<file path="config.mk">
export PLATFORM = sky130hd
export DESIGN_NAME = stable_sort_by_depth_key
export DESIGN_NICKNAME = d
export VERILOG_FILES = /design/src/hw/rtl/stsort_pkg.sv /design/src/hw/rtl/stsort_ram.sv /design/src/hw/rtl/stsort_dp.sv /design/src/hw/rtl/stsort_ctrl.sv /design/src/hw/rtl/stable_sort_by_depth_key.sv
export SDC_FILE = /design/constraint.sdc
export NUM_CORES = 1
export LEC_CHECK = 0
export BUFFER_PORTS_ARGS = -buffer_cell sky130_fd_sc_hd__buf_2
export CELL_PAD_IN_SITES_DETAIL_PLACEMENT = 1
export CELL_PAD_IN_SITES_GLOBAL_PLACEMENT = 2
export CORE_AREA = 3 3 248 250
export CTS_CLUSTER_SIZE = 12
export DETAILED_ROUTE_END_ITERATION = 10
export DIE_AREA = 0 0 251 253
export GPL_ROUTABILITY_DRIVEN = 0
export PLACE_DENSITY = 0.65
export RECOVER_POWER = 100
export SYNTH_ARGS = -nofsm -noshare
export SYNTH_HDL_FRONTEND = slang
export SYNTH_HIERARCHICAL = 1
export SYNTH_SLANG_ARGS = --single-unit
</file>
<file path="constraint.sdc">
create_clock -name aclk -period 4.1 [get_ports aclk]
set_input_delay 0.205 -clock aclk [delete_from_list [all_inputs] [get_ports aclk]]
set_output_delay 0.205 -clock aclk [all_outputs]
set_load 0.01 [all_outputs]
</file>
<file path="src/hw/rtl/stsort_pkg.sv">
// Shared types and constants for the stable depth-key sorter.
// No dependencies; every other file in hw/rtl except stsort_ram refers to this package by scoped names.
package stsort_pkg;

    localparam int ID_W  = 8;
    localparam int KEY_W = 8;

    // Input command codes.
    localparam logic CMD_LOAD = 1'b0;
    localparam logic CMD_SORT = 1'b1;

    // Commands from the controller to the datapath.
    typedef struct packed {
        logic load;        // store the input item, or flag overflow when full
        logic sort_start;  // clear the previous-output marker and output count
        logic pass_start;  // restart the scan address and clear the best entry
        logic rd_en;       // read the store at the scan address and advance it
        logic emit_done;   // the current result was transferred
    } stsort_cmd_t;

    // Status from the datapath to the controller.
    typedef struct packed {
        logic count_zero;  // the store is empty
        logic addr_last;   // the scan address points at the last stored entry
        logic out_last;    // the result being presented is the final one
    } stsort_sts_t;

endpackage

</file>
<file path="src/hw/rtl/stsort_ram.sv">
// Generic single-write, single-read RAM with a registered read port.
// No dependencies.
module stsort_ram #(
    parameter int WIDTH = 16,
    parameter int DEPTH = 32
) (
    input  logic                     aclk,
    input  logic                     we,
    input  logic [$clog2(DEPTH)-1:0] waddr,
    input  logic [WIDTH-1:0]         wdata,
    input  logic                     re,
    input  logic [$clog2(DEPTH)-1:0] raddr,
    output logic [WIDTH-1:0]         rdata
);

    logic [WIDTH-1:0] mem_reg [DEPTH];
    logic [WIDTH-1:0] rdata_reg;

    always_ff @(posedge aclk) begin
        if (we) begin
            mem_reg[waddr] <= wdata;
        end
        if (re) begin
            rdata_reg <= mem_reg[raddr];
        end
    end

    assign rdata = rdata_reg;

endmodule

</file>
<file path="src/hw/rtl/stsort_dp.sv">
// Datapath of the sorter: item store, fill count, overflow flag, scan address,
// and the best/previous entry registers of the selection pass. Uses stsort_pkg, stsort_ram.
module stsort_dp #(
    parameter int QUEUE_DEPTH = 32
) (
    input  logic                        aclk,
    input  logic                        aresetn,
    input  stsort_pkg::stsort_cmd_t     cmd,
    output stsort_pkg::stsort_sts_t     sts,
    input  logic [stsort_pkg::ID_W-1:0] item_id,
    input  logic [stsort_pkg::KEY_W-1:0] pos_z,
    input  logic [stsort_pkg::KEY_W-1:0] layer_order,
    input  logic                        multi_position,
    output logic [stsort_pkg::ID_W-1:0] out_id,
    output logic [stsort_pkg::KEY_W-1:0] sort_key,
    output logic                        overflow
);

    localparam int IDX_W  = $clog2(QUEUE_DEPTH);
    localparam int CNT_W  = $clog2(QUEUE_DEPTH + 1);
    localparam int DATA_W = stsort_pkg::ID_W + stsort_pkg::KEY_W;

    logic [CNT_W-1:0]             count_reg, count_next;
    logic                         ovf_reg, ovf_next;
    logic [IDX_W-1:0]             addr_reg, addr_next;
    logic                         rd_pend_reg;
    logic [IDX_W-1:0]             rd_idx_reg;
    logic                         best_valid_reg, best_valid_next;
    logic [stsort_pkg::KEY_W-1:0] best_key_reg, best_key_next;
    logic [stsort_pkg::ID_W-1:0]  best_id_reg, best_id_next;
    logic [IDX_W-1:0]             best_idx_reg, best_idx_next;
    logic                         prev_valid_reg, prev_valid_next;
    logic [stsort_pkg::KEY_W-1:0] prev_key_reg, prev_key_next;
    logic [IDX_W-1:0]             prev_idx_reg, prev_idx_next;
    logic [IDX_W-1:0]             out_cnt_reg, out_cnt_next;

    logic                         full;
    logic                         wr_en;
    logic [DATA_W-1:0]            wr_data;
    logic [DATA_W-1:0]            rd_data;
    logic [stsort_pkg::KEY_W-1:0] rd_key;
    logic [stsort_pkg::ID_W-1:0]  rd_id;
    logic                         cand;
    logic [CNT_W-1:0]             count_m1;

    assign full     = (count_reg == CNT_W'(QUEUE_DEPTH));
    assign wr_en    = cmd.load && !full;
    assign wr_data  = {item_id, (multi_position ? layer_order : pos_z)};
    assign rd_id    = rd_data[DATA_W-1:stsort_pkg::KEY_W];
    assign rd_key   = rd_data[stsort_pkg::KEY_W-1:0];
    assign count_m1 = count_reg - CNT_W'(1);

    stsort_ram #(
        .WIDTH (DATA_W),
        .DEPTH (QUEUE_DEPTH)
    ) u_store (
        .aclk  (aclk),
        .we    (wr_en),
        .waddr (count_reg[IDX_W-1:0]),
        .wdata (wr_data),
        .re    (cmd.rd_en),
        .raddr (addr_reg),
        .rdata (rd_data)
    );

    // An entry qualifies if it comes after the previously emitted one in
    // (key, load position) order; the scan keeps the smallest such entry.
    assign cand = !prev_valid_reg || (rd_key > prev_key_reg) ||
                  ((rd_key == prev_key_reg) && (rd_idx_reg > prev_idx_reg));

    always_comb begin
        count_next      = count_reg;
        ovf_next        = ovf_reg;
        addr_next       = addr_reg;
        best_valid_next = best_valid_reg;
        best_key_next   = best_key_reg;
        best_id_next    = best_id_reg;
        best_idx_next   = best_idx_reg;
        prev_valid_next = prev_valid_reg;
        prev_key_next   = prev_key_reg;
        prev_idx_next   = prev_idx_reg;
        out_cnt_next    = out_cnt_reg;

        if (cmd.load) begin
            if (full) begin
                ovf_next = 1'b1;
            end else begin
                count_next = count_reg + CNT_W'(1);
            end
        end
        if (cmd.rd_en) begin
            addr_next = addr_reg + IDX_W'(1);
        end
        if (rd_pend_reg && cand && (!best_valid_reg || (rd_key < best_key_reg))) begin
            best_valid_next = 1'b1;
            best_key_next   = rd_key;
            best_id_next    = rd_id;
            best_idx_next   = rd_idx_reg;
        end
        if (cmd.pass_start) begin
            addr_next       = '0;
            best_valid_next = 1'b0;
        end
        if (cmd.emit_done) begin
            prev_valid_next = 1'b1;
            prev_key_next   = best_key_reg;
            prev_idx_next   = best_idx_reg;
            out_cnt_next    = out_cnt_reg + IDX_W'(1);
        end
        if (cmd.sort_start) begin
            prev_valid_next = 1'b0;
            out_cnt_next    = '0;
        end
    end

    always_ff @(posedge aclk) begin
        if (!aresetn) begin
            count_reg      <= '0;
            ovf_reg        <= 1'b0;
            rd_pend_reg    <= 1'b0;
            best_valid_reg <= 1'b0;
            prev_valid_reg <= 1'b0;
            addr_reg       <= '0;
            out_cnt_reg    <= '0;
        end else begin
            count_reg      <= count_next;
            ovf_reg        <= ovf_next;
            rd_pend_reg    <= cmd.rd_en;
            best_valid_reg <= best_valid_next;
            prev_valid_reg <= prev_valid_next;
            addr_reg       <= addr_next;
            out_cnt_reg    <= out_cnt_next;
        end
    end

    always_ff @(posedge aclk) begin
        rd_idx_reg    <= addr_reg;
        best_key_reg  <= best_key_next;
        best_id_reg   <= best_id_next;
        best_idx_reg  <= best_idx_next;
        prev_key_reg  <= prev_key_next;
        prev_idx_reg  <= prev_idx_next;
    end

    assign sts.count_zero = (count_reg == '0);
    assign sts.addr_last  = (CNT_W'(addr_reg) == count_m1);
    assign sts.out_last   = (CNT_W'(out_cnt_reg) == count_m1);

    assign out_id   = best_id_reg;
    assign sort_key = best_key_reg;
    assign overflow = ovf_reg;

endmodule

</file>
<file path="src/hw/rtl/stsort_ctrl.sv">
// Controller of the sorter: accepts loads and sort commands, sequences the
// selection passes and owns the result valid. Uses stsort_pkg.
module stsort_ctrl (
    input  logic                    aclk,
    input  logic                    aresetn,
    input  logic                    s_valid,
    output logic                    s_ready,
    input  logic                    s_cmd,
    output logic                    m_valid,
    input  logic                    m_ready,
    output stsort_pkg::stsort_cmd_t cmd,
    input  stsort_pkg::stsort_sts_t sts
);

    typedef enum logic [1:0] {
        ST_IDLE,
        ST_SCAN,
        ST_DRAIN,
        ST_EMIT
    } state_t;

    state_t state_reg, state_next;
    logic   m_valid_reg, m_valid_next;

    always_comb begin
        state_next     = state_reg;
        m_valid_next   = m_valid_reg;
        cmd            = '0;
        s_ready        = 1'b0;

        case (state_reg)
            ST_IDLE: begin
                s_ready = 1'b1;
                if (s_valid) begin
                    if (s_cmd == stsort_pkg::CMD_LOAD) begin
                        cmd.load = 1'b1;
                    end else if (!sts.count_zero) begin
                        cmd.sort_start = 1'b1;
                        cmd.pass_start = 1'b1;
                        state_next     = ST_SCAN;
                    end
                end
            end
            ST_SCAN: begin
                cmd.rd_en = 1'b1;
                if (sts.addr_last) begin
                    state_next = ST_DRAIN;
                end
            end
            ST_DRAIN: begin
                // The last read of the pass is compared in this cycle.
                m_valid_next = 1'b1;
                state_next   = ST_EMIT;
            end
            ST_EMIT: begin
                if (m_ready) begin
                    cmd.emit_done = 1'b1;
                    m_valid_next  = 1'b0;
                    if (sts.out_last) begin
                        state_next = ST_IDLE;
                    end else begin
                        cmd.pass_start = 1'b1;
                        state_next     = ST_SCAN;
                    end
                end
            end
            default: begin
                m_valid_next = 1'b0;
                state_next   = ST_IDLE;
            end
        endcase
    end

    always_ff @(posedge aclk) begin
        if (!aresetn) begin
            state_reg   <= ST_IDLE;
            m_valid_reg <= 1'b0;
        end else begin
            state_reg   <= state_next;
            m_valid_reg <= m_valid_next;
        end
    end

    assign m_valid = m_valid_reg;

endmodule

</file>
<file path="src/hw/rtl/stable_sort_by_depth_key.sv">
// Stable sorter by depth key. A load transfer (cmd 0) stores one item and the block is ready
// again in the next cycle; a load into a full store is dropped and sets a sticky overflow flag
// that only reset clears. A sort transfer (cmd 1) emits every stored item in ascending key
// order, equal keys in load order, with last marking the final result; items stay stored, so
// later loads join the next sort. Each result costs one selection pass over the store through
// its single read port. A sort of an empty store gives no result. No new transfer is taken
// while a sort is running.
// Depends on stsort_pkg, stsort_ctrl, stsort_dp, stsort_ram.
module stable_sort_by_depth_key #(
    parameter int QUEUE_DEPTH = 32
) (
    input  logic                         aclk,
    input  logic                         aresetn,
    input  logic                         s_valid,
    output logic                         s_ready,
    input  logic                         s_cmd,
    input  logic [stsort_pkg::ID_W-1:0]  s_item_id,
    input  logic [stsort_pkg::KEY_W-1:0] s_pos_z,
    input  logic [stsort_pkg::KEY_W-1:0] s_layer_order,
    input  logic                         s_multi_position,
    output logic                         m_valid,
    input  logic                         m_ready,
    output logic [stsort_pkg::ID_W-1:0]  m_out_id,
    output logic [stsort_pkg::KEY_W-1:0] m_sort_key,
    output logic                         m_last,
    output logic                         m_overflow
);

    stsort_pkg::stsort_cmd_t cmd;
    stsort_pkg::stsort_sts_t sts;

    stsort_ctrl u_ctrl (
        .aclk    (aclk),
        .aresetn (aresetn),
        .s_valid (s_valid),
        .s_ready (s_ready),
        .s_cmd   (s_cmd),
        .m_valid (m_valid),
        .m_ready (m_ready),
        .cmd     (cmd),
        .sts     (sts)
    );

    stsort_dp #(
        .QUEUE_DEPTH (QUEUE_DEPTH)
    ) u_dp (
        .aclk           (aclk),
        .aresetn        (aresetn),
        .cmd            (cmd),
        .sts            (sts),
        .item_id        (s_item_id),
        .pos_z          (s_pos_z),
        .layer_order    (s_layer_order),
        .multi_position (s_multi_position),
        .out_id         (m_out_id),
        .sort_key       (m_sort_key),
        .overflow       (m_overflow)
    );

    assign m_last = sts.out_last;

endmodule

</file>
* Word-level counts from Yosys, hierarchy flattened
Memory sizes are Yosys's and may differ from the RTL's. A register that Yosys moved wholly into a read port is not among the register bits.
Cells that the tools add are included.
** Cells by class
- Add/subtract/negate cells :: 4
- Magnitude comparators :: 3
- Eq/ne operators :: 12
- Muxes and demuxes :: 24
- Bitwise gates (word level) :: 2
- Reduce and logical (&&, ||, !) cells :: 19
** Operators by type and width (count)
- two-way mux 2 bit :: 8
- == test 5 x 6 -> 1 bit :: 2
- two-way mux 1 bit :: 11
- adder 5 x 1 -> 5 bit (second input constant) :: 2
- inequality test 2 bit (second input constant) :: 5
- == test 8 bit :: 1
- greater-than comparator 8 bit :: 1
- less-than comparator 8 bit :: 1
- two-way mux 8 bit :: 1
- case mux 2 bit (4 select lines) :: 1
- adder 6 x 1 -> 6 bit (second input constant) :: 1
- == test 6 bit (second input constant) :: 1
- zero test 6 bit :: 1
- AND reduction 2 bit :: 3
- subtractor 6 x 1 -> 6 bit (second input constant) :: 1
- greater-than comparator 5 bit :: 1
- AND reduction 5 bit :: 1
- == test 2 bit (second input constant) :: 2
- logical AND 1 bit :: 4
- case mux 1 bit (2 select lines) :: 2
- OR reduction 2 bit :: 2
- zero test 1 bit :: 3
- logical OR 1 bit :: 3
- two-way mux 3 bit :: 1
- other kinds (4) :: 5
** Storage, ports and cells
- Register bits after elaboration :: 62
- Memory bits (writable) :: 512
- Input bits :: 30
- Output and inout port bits :: 20
- Logic and storage cells :: 80
- Memories :: 1
** Memory list
- u_dp.u_store.mem_reg :: words 32, width 16, rd ports 1, clocked after memory_dff 1, wr ports 1, RTL line stsort_ram.sv:16 : logic [WIDTH-1:0] mem_reg [DEPTH];

* Depth between registers and ports, before layout
- Depth in word-level cells :: 8
- Gate-level depth with buffers :: 10
- Mapped depth without buffers :: 10

* Modules after synthesis
The synthesis kept the hierarchy.
** By module, submodules not included
- stsort_ram :: instances 1, cells an instance 1143, area each 20696.1 µm²
- stsort_dp :: instances 1, cells an instance 228, area each 2786.4 µm²
- stsort_ctrl :: instances 1, cells an instance 31, area each 272.8 µm²

* Worst setup path before layout
No wires, ideal clock.
- Kind :: reg2reg
- Start :: reg u_ctrl.state_reg[0]
- End :: mem u_dp.u_store.mem_reg[20][0], enable pin
- Setup time :: 388 ps
- Data arrival time :: 2577 ps
- Data required time :: 3712 ps
- Path slack :: 1135 ps
- Stages on the path, launching flop included :: 9
- Buffers on the path :: 1
- Clock period less this slack :: 2965 ps
- Path through :: dfxtp_1 inv_1 ha_1 nand2_1 nor2_1 a21boi_4 or3b_2 clkbuf_1 nor2_1
** RTL lines
- from (decl) :: RTL line stsort_ctrl.sv:22 : state_t state_reg, state_next;
- from (signal assigned) :: RTL line stsort_ctrl.sv:79 : state_reg <= state_next;
- to (decl) :: RTL line stsort_ram.sv:16

* Worst setup path after layout
- Start :: reg u_dp.count_reg[2]
- End :: mem u_dp.u_store.mem_reg[0][8], enable pin
** On the way
- Cells in the longest elaborated chain, start to end :: 5
** RTL lines
- from (decl) :: RTL line stsort_dp.sv:23 : logic [CNT_W-1:0] count_reg, count_next;
- from (signal assigned) :: RTL line stsort_dp.sv:126 : count_reg <= count_next;
- == test 6 bit :: RTL line stsort_dp.sv:46 : assign full = (count_reg == CNT_W'(QUEUE_DEPTH));
- zero test 1 bit :: RTL line stsort_dp.sv:47 : assign wr_en = cmd.load && !full;
- logical AND 1 bit :: RTL line stsort_dp.sv:47
- via u_dp.wr_en :: RTL line stsort_dp.sv:38 : logic wr_en;
- two-way mux 1 bit :: RTL line stsort_ram.sv:20 : if (we) begin
- two-way mux 1 bit (not written as such) :: RTL line stsort_ram.sv:21 : mem_reg[waddr] <= wdata;
The timed path passes the listed nets, and every way through them passes these cells.

==> flow_metrics.py <==
metrics = {
    "detailed_routing": {
        "dr.pass1.iters": 5,
        "wl_met2_um": 29300,
        "route.final.wire_length_um": 62600,
        "wl_met1_um": 29200,
        "detail_route.vias_per_cell": 5.43,
        "wl_met3_um": 2910,
        "routed.top_layer": "met4",
        "routedWlPerCell_um": 26.8,
        "drtIter0Drc": 1141,
        "drt.antenna.violating_nets": 0,
        "drc": 0,
        "vias": 12674,
    },
    "logic_synthesis": {
        "yosys.area.top_type": "edfxtp_1",
        "synth.avg_cell_area_um2": 16.9,
        "syn_inst": 1402,
        "ys_warn_count": 6,
        "synth_area_leaders": "edfxtp_1 (71%), mux2i_1 (11%), dfxtp_1 (2.4%)",
        "synth_area_um2": 23800,
        "ys_seq_elements": 590,
        "syn_nets": 1462,
        "synth_edf_count": 562,
        "synthArstFlopShare_pct": 0,
        "ys.flop_type": "edfxtp_1",
        "synth_seq_area_share_pct": 73.4,
        "synth.distinct_cells": 52,
        "synth_top_cell_area_share_pct": 71.0,
    },
    "finish": {
        "syn_to_final_growth_pct": 13.1,
        "layout.nets": 1571,
        "drive_gt1_share_pct": 10.3,
        "final_cell_mix": "edfxtp_1 (562), mux2i_1 (260), clkbuf_1 (70)",
        "fillers": 5740,
        "largest_register_ffs": 512,
        "layout_commonest_cell": "edfxtp_1",
    },
    "cts": {
        "cts.clk_slew.worst_paths_ns": 0.05,
        "clkSinkCount": 590,
        "postCtsSetupBuffers": 0,
        "htreeDepth": 3,
        "clockRootBuffer": "clkbuf_16",
        "cts_buffers": 67,
        "cts_tree": "yes",
        "clk_latency_ns": 0.60,
        "cts_max_path_buffers": 3,
    },
    "grt": {
        "grt_pass1_wl_um": 91700,
        "antenna_found_initial": 2,
        "grt-ovfl-total": 0,
        "grt_pass1_vias": 13080,
        "grt_max_degree": 42,
        "track_usage_pct": 19.8,
    },
    "floorplan": {
        "die_area_um2": 63500,
        "die_h_um": 253,
        "fp.coreArea_um2": 59200,
        "initial_core_util_pct": 40.1,
        "chipWidth_um": 251,
        "rows": 89,
        "num_io_pins": 50,
    },
    "timing": {
        "fin_crit_sh_pct": 85.0,
        "skew_ns": 0.0306,
        "tns_ns": 0,
        "hold_viol": 0,
        "fmax_mhz": 287,
        "fin_crit_ns": 3.48,
        "rsz0062_at_grt": "no",
        "worst_pin_slew_ns": 2.17,
        "slew_headroom_pct": -44.5,
        "setup_viol": 0,
        "drv_slew": 420,
    },
    "critical_path": {
        "slowest_delay_ns": 0.87,
        "cp-start-kind": "register",
        "worstPathArrival_ns": 3.70,
        "crit_slowest_cell": "dfxtp_1",
        "r2r_setup_slack_ns": 0.62,
        "timing.rr.start": "u_dp/count_reg[2]",
        "crit_path_end": "u_dp/u_store/mem_reg[0][8]",
        "path_cells": "nor4b_1 > a21boi_4 > or3b_1 > nor2_2 > clkbuf_1",
        "cp-end-kind": "register",
        "cp_max_fo": 16,
        "r2r-end": "u_dp/u_store/mem_reg[0][8]",
        "path_class": "register to register",
        "critPathLaunch": "u_dp/count_reg[2]",
        "cp_data_required_time_ns": 4.31,
        "reg2reg_depth": 5,
    },
    "power_and_ir_drop": {
        "power_mw": 14.6,
        "powerDensity_nw_per_um2": 543,
        "vdd_ir_drop_max_uv": 257,
        "p_leak_nw": 8.53,
    },
    "placed_design": {
        "io_buffers": 49,
        "dp_hpwl_um": 39100,
    },
    "outcome": {
        "failed_checks": "capacitance limit, slew limit",
        "outcome": "finished with violations",
    },
    "job": {
        "drv_cap": 13,
    },
    "worst_hold_path": {
        "hp-class": "input port to register",
    },
}
[final cells by class]
class	count	area [um^2]	area share (%)
flip-flops and latches	590	17400	64.9
multi-input cells	712	5640	21.0
clock buffers	88	1830	6.80
well taps	773	967	3.60
repair buffers	111	627	2.33
clock inverters	32	255	0.950
inverters	29	109	0.405
diodes	1	2.50	0.00931
[stage by stage]
| stage | area [um^2] | setup WS, ns | utilization [%] | hold WS (ns) | std cells |
|---|---|---|---|---|---|
| 2_1_floorplan | 23800 | 1.13 | - | 0.304 | 1402 |
| 3_3_place_gp | 25000 | 1.10 | 42.1 | 0.402 | 2214 |
| 3_5_place_dp | 25000 | 1.06 | 42.1 | 0.408 | 2214 |
| 4_1_cts | 27000 | 1.03 | 45.7 | 0.0119 | 2335 |
| 5_1_grt | 26900 | 0.420 | 45.4 | 0.0552 | 2335 |
| 6_report | 26900 | 0.616 | 45.4 | 0.0415 | 2336 |
[logic make-up (layout without fill, tap and decap cells)]
kind of cell,after synthesis,after routing,synth area share (%)
muxes,269,269,11.4
adders and majority gates,30,30,1.58
other,0,1,0
buffers and inverters,100,260,2.86
AOI/OAI and AO/OA,172,172,5.18
and+or+nand+nor,215,215,4.57
xor gates and xnor gates,26,26,1.02
DFF,590,590,73.4
[repair_timing]
action | CTS | global route
gates resized for setup | 0 | 0
hold endpoints to repair | 3 | 0
hold buffers | 1 | 0
[report_power, final]
part	switching, mW	leakage, nW	total, mW	internal (mW)
Combinational	1.23	2.22	2.02	0.790
Clock	2.35	1.02	5.69	3.34
Sequential	0.110	5.29	6.89	6.78
[critical path, delay by kind of cell, from the launching register on]
kind	cells	cell delay (ns)
simple gates	3	1.14
flops	1	0.87
buf+inv	1	0.77
compound gates	1	0.32
[worst min path at each step]
stage                     slack, ns            startpoint                     endpoint  depth (start not counted)
after floorplan                0.30          s_item_id[2]  u_dp/u_store/mem_reg[0][10]                          0
after global placement         0.40  u_dp/best_idx_reg[1]         u_dp/prev_idx_reg[1]                          0
after detailed placement       0.41  u_dp/best_idx_reg[1]         u_dp/prev_idx_reg[1]                          0
after CTS                      0.01               m_ready               u_ctrl/m_valid                          3
after global routing           0.06               m_ready               u_ctrl/m_valid                          3
final                          0.04               m_ready               u_ctrl/m_valid                          3
[routing by layer]
layer | vias up | GRT usage, %
met5 | - | 0
met4 | 0 | 5.34
met3 | 64 | 2.72
met2 | 314 | 31.7
met1 | 6585 | 28.7
li1 | 5711 | -
[synthesized netlist by cell type, drive strengths merged, types with 2 or more instances]
cell and instances:
a31oi 17, buf 57, a21o 2, and2 6
nor2 52, nand2b 5, o21ai 3, nand4 27
nor3 19, o211a 2, nand2 46, a22oi 64
nand3b 6, a21boi 2, a22o 32, ha 30
clkbuf 14, inv 28, mux2 9, nor2b 9
xor2 17, or3b 3, edfxtp 562, a21oi 41
mux2i 260, or3 2, xnor2 9, nor3b 2
dfxtp 28, a211oi 3, nand3 35
Note: power is estimated with default switching activity, not from simulation.
